### config.mk
export PLATFORM = sky130hd
export DESIGN_NAME = wis_out
export DESIGN_NICKNAME = d
export VERILOG_FILES = /design/src/sv/wis_pkg.sv /design/src/sv/wis_out.sv
export SDC_FILE = /design/constraint.sdc
export NUM_CORES = 1
export LEC_CHECK = 0
export BUFFER_PORTS_ARGS = -buffer_cell sky130_fd_sc_hd__buf_2
export CORE_MARGIN = 5
export CORE_UTILIZATION = 47
export DETAILED_ROUTE_END_ITERATION = 16
export PLACE_DENSITY = 0.82
export SLEW_MARGIN = 20
export SYNTH_ARGS = -nofsm -noshare
export SYNTH_HDL_FRONTEND = slang
export SYNTH_SLANG_ARGS = --single-unit
### constraint.sdc
create_clock -name i_clk -period 3.35 [get_ports i_clk]
set_input_delay 0.67 -clock i_clk [delete_from_list [all_inputs] [get_ports i_clk]]
set_output_delay 0.67 -clock i_clk [all_outputs]
set_load 0.05 [all_outputs]
### src/sv/wis_pkg.sv
// Shared types and constants for the windowed intensity sum core.
// Depends on nothing; every other file in this folder imports it.
package wis_pkg;

    // Spectrum store size and the widths that follow from it.
    localparam int MAX_POINTS = 4096;
    localparam int ADDR_W     = $clog2(MAX_POINTS);
    localparam int CNT_W      = ADDR_W + 1;

    // Field widths.
    localparam int MZ_W  = 32;
    localparam int INT_W = 32;
    localparam int SUM_W = 48;
    localparam logic [SUM_W-1:0] SUM_MAX = {SUM_W{1'b1}};

    // Depth of the request queue between the front and back parts.
    localparam int CMDQ_DEPTH = 4;
    localparam int CMDQ_PTR_W = $clog2(CMDQ_DEPTH);
    localparam int CMDQ_CNT_W = CMDQ_PTR_W + 1;

    // Input kind codes.
    localparam logic [1:0] KIND_CLEAR  = 2'd0;
    localparam logic [1:0] KIND_APPEND = 2'd1;
    localparam logic [1:0] KIND_QUERY  = 2'd2;

    // Classified operation handed to the back part.
    typedef enum logic [1:0] {
        OP_CLEAR,
        OP_APPEND,
        OP_QUERY
    } t_op;

    typedef struct packed {
        t_op              op;
        logic [MZ_W-1:0]  point_mz;
        logic [INT_W-1:0] point_intensity;
        logic [MZ_W-1:0]  target_mz;
    } t_cmd;

    typedef struct packed {
        logic [SUM_W-1:0] intensity_sum;
        logic             saturated;
    } t_res;

    // Back part sequencer states.
    typedef enum logic [2:0] {
        ST_IDLE,
        ST_FIRST,
        ST_LAST,
        ST_SRCH,
        ST_CMP,
        ST_SUMRD,
        ST_SUMCHK,
        ST_EMIT
    } t_state;

endpackage

### src/sv/wis_out.sv
// Result queue: holds finished sums until the consumer takes them.
// Depends on wis_pkg for the result struct.
module wis_out (
    input  logic                      i_clk,
    input  logic                      i_rst_n,
    input  wis_pkg::t_res             i_res,
    input  logic                      i_res_push,
    output logic                      o_res_full,
    output logic                      empty,
    input  logic                      pop,
    output logic [wis_pkg::SUM_W-1:0] o_intensity_sum,
    output logic                      o_saturated
);
    import wis_pkg::*;

    t_res       r_slot [2];
    logic       r_wr_ptr, n_wr_ptr;
    logic       r_rd_ptr, n_rd_ptr;
    logic [1:0] r_cnt, n_cnt;
    logic       do_push;
    logic       do_pop;
    t_res       head;

    assign o_res_full      = (r_cnt == 2'd2);
    assign empty           = (r_cnt == 2'd0);
    assign do_push         = i_res_push && !o_res_full;
    assign do_pop          = pop && !empty;
    assign head            = r_slot[r_rd_ptr];
    assign o_intensity_sum = head.intensity_sum;
    assign o_saturated     = head.saturated;

    // Pointer and occupancy update.
    always_comb begin
        n_wr_ptr = do_push ? !r_wr_ptr : r_wr_ptr;
        n_rd_ptr = do_pop ? !r_rd_ptr : r_rd_ptr;
        n_cnt    = r_cnt + 2'(do_push) - 2'(do_pop);
    end

    always_ff @(posedge i_clk) begin
        if (!i_rst_n) begin
            r_wr_ptr <= 1'b0;
            r_rd_ptr <= 1'b0;
            r_cnt    <= '0;
        end else begin
            r_wr_ptr <= n_wr_ptr;
            r_rd_ptr <= n_rd_ptr;
            r_cnt    <= n_cnt;
        end
    end

    // Result storage.
    always_ff @(posedge i_clk) begin
        if (do_push) begin
            r_slot[r_wr_ptr] <= i_res;
        end
    end

endmodule

==> impl_metrics.ini <==
[sta]
maxSlewHeadroom = 0.4873
fmax_mhz = 384.1
hold_violations = 0
finClkSkew_ns = 0.005656
maxSlewViolCount = 0
period_minus_slack_ns = 2.604
rsz0062_at_grt = false
finalSetupViolCount = 0
min_period_over_period = 0.7772
fin_tns_setup_ns = 0
tightest_slew_ns = 0.7672

[setup_path]
required_ns = 2.68
r2r-start = r_cnt[0]
worstSetupStartpointType = register
worstSetupPathType = register to output port
r2r_end = r_slot[0][26]
regToRegSetupSlack_ns = 1.48
cp.arrival_ns = 1.93
cp-end-kind = output port
reg2reg_depth = 4
cp_max_fo = 28

[die]
num_rows = 32
initial_core_util = 0.4886
die_area_um2 = 10020
fp.dieH_um = 100.1
io_pins = 104
die_x_um = 100.1
core_area_um2 = 7807

[finish]
antenna_cells = 0
nFillCells = 604
multi_input_area_um2 = 720.7
syn_to_final_growth_pct = 22.37
layoutNonFillerInstCount = 397
fin_nets = 346
register_area_um2 = 3044
drive_gt1_frac = 0.5797
fin_area_um2 = 4668

[synth]
syn_inst = 179
synth_fp_nets = 234
yosysTopAreaCell = edfxtp_1
ys_ff_latch = 103
synthTopCellsByArea = edfxtp_1 77%, mux2_2 12%, mux2_4 3.9%
synthFlopType = edfxtp_1
synth_edf_count = 98
synth_area_um2 = 3815
ys_warn_count = 0
yosysSeqAreaShare = 0.7976
synth.avg_cell_area_um2 = 21.31
yosysTopAreaCellShare = 0.7714
synthArstFlopShare = 0
synth_cell_types = 19

[detailed_routing]
drtIter0Drc = 48
ant_nets = 0
finalWirelength_mm = 6.268
vias_per_cell = 4.806
drc = 0
wl_per_cell_um = 15.79
drt_pass1_iterations = 4
vias = 1908

[pwr]
seqPwrFrac = 0.420
cellPowerDensity_nw_per_um2 = 896.2
pwr-share-clk = 0.188
p_leak_nw = 1.789
p_sw_frac = 0.3884
p_comb_frac = 0.392
internal_power_mw = 2.559
p_sw_mw = 1.625
ir_drop_uv = 432.3

[clock_tree]
clk_pin_slew_ns = 0.09
cts_hold_buf = 0
cts-root-buf = clkbuf_8
cts_num_sinks = 103
cts_buffers = 9
post_cts_resized = 0
cts_buffer_depth = 2
cts_setup_buffers = 0
clock_latency_ns = 0.34
cts_tree = built
htree_levels = 3

[global_route]
grt_max_degree = 50
antenna_found_initial = 0
grt_use_total = 0.1328
grt_pass1_wl_mm = 10.11
overflow = 0
grt_pass1_vias = 2083

[min_path]
hp-start = i_res[42]
whs_path_depth = 1
hold_path_class = input port to register
whs_endpoint = r_slot[0][42]

[placement]
place_congestion = 0.6540
dpl.hpwl_mm = 4.200
placed_area_um2 = 4467
dp_cells = 382
io_buffer_count = 103

[run]
maxCapViolations = 0

[outcome]
outcome = finished clean
-- per-stage QoR --
stage               utilization  setup WS, ns  total power, mW  hold WS (ns)
floorplan                     -       0.07352            3.112        0.4549
global placement         0.5721         1.065            3.436        0.4950
detailed placement       0.5721         1.050            3.460        0.5085
CTS                      0.5979        0.6599            4.252        0.4839
global route             0.5979        0.6054            4.387        0.4749
finish                   0.5979        0.7465            4.184        0.5063
-- cells in the mapped netlist, types with 2 or more instances --
master / instances
and2_1: 2
buf_4: 3
dfxtp_1: 5
edfxtp_1: 98
ha_1: 2
inv_1: 3
mux2_2: 39
mux2_4: 10
nand2_1: 2
nand2b_1: 2
nor2_1: 5
-- flip-flops by register name, summed over array words and instances (netlist names), named ones only --
name      flops
r_slot       98
r_rd_ptr      1
r_cnt         2
r_wr_ptr      1
-- worst max path at each step --
stage	to	slack, ns	depth (start not counted)
5_1_grt	o_intensity_sum[17]	0.61	3
4_1_cts	o_intensity_sum[17]	0.66	3
2_1_floorplan	r_slot[0][0]	0.07	2
3_3_place_gp	o_intensity_sum[17]	1.07	3
6_report	o_intensity_sum[32]	0.75	3
3_5_place_dp	o_intensity_sum[17]	1.05	3
-- layer usage --
metal / track usage / vias to the layer above / share of wire
met5: 0 / - / 0
met4: 0.05596 / 0 / 0.016
met3: 0.04448 / 8 / 0.075
met2: 0.2293 / 61 / 0.51
met1: 0.1508 / 924 / 0.40
li1: - / 915 / -
-- logic make-up after synthesis --
| family | Yosys count | share of synthesized area |
|---|---|---|
| AO/OA/AOI/OAI | 1 | 0.001969 |
| XOR/XNOR | 2 | 0.004593 |
| buffers and inverters | 8 | 0.01574 |
| adder cells (fa/ha/maj) | 2 | 0.006558 |
| AND/OR/NAND/NOR | 13 | 0.01640 |
| flip-flops | 103 | 0.7976 |
| multiplexers | 50 | 0.1571 |
-- worst max-delay path, stage by stage (launching register included) --
cell,delay [ns]
dfxtp_2,0.72
buf_12,0.27
mux2_2,0.36
buf_2,0.21
-- layout make-up --
class                           instances  share of cell area
Sequential cell                       103              0.6521
Tap cell                              102             0.02734
Clock buffer                           10             0.02734
Multi-Input combinational cell         68              0.1544
Clock inverter                          5             0.01581
Inverter                                3            0.002412
Timing Repair Buffer                  106              0.1206
-- cells in the final DEF, fill, tap and decap left out, drive strengths merged --
cell	n
clkinv	3
nand2b	2
and3	1
nor2	5
mux2	49
xnor2	1
xor2	1
edfxtp	98
nand2	2
dfxtp	5
o21a	1
mux2i	1
nor3	1
buf	106
inv	3
clkbuf	10
ha	2
bufinv	2
and2	2
-- power by group through the flow --
stage          registers, mW  clock network (mW)  logic (mW)
4_1_cts                 1.76               0.820        1.67
2_1_floorplan           1.74                   0        1.37
6_report                1.76               0.787        1.64
3_5_place_dp            1.79                   0        1.67
5_1_grt                 1.79               0.873        1.73
3_3_place_gp            1.78                   0        1.66
No activity file was read; power rests on OpenSTA's default activity.
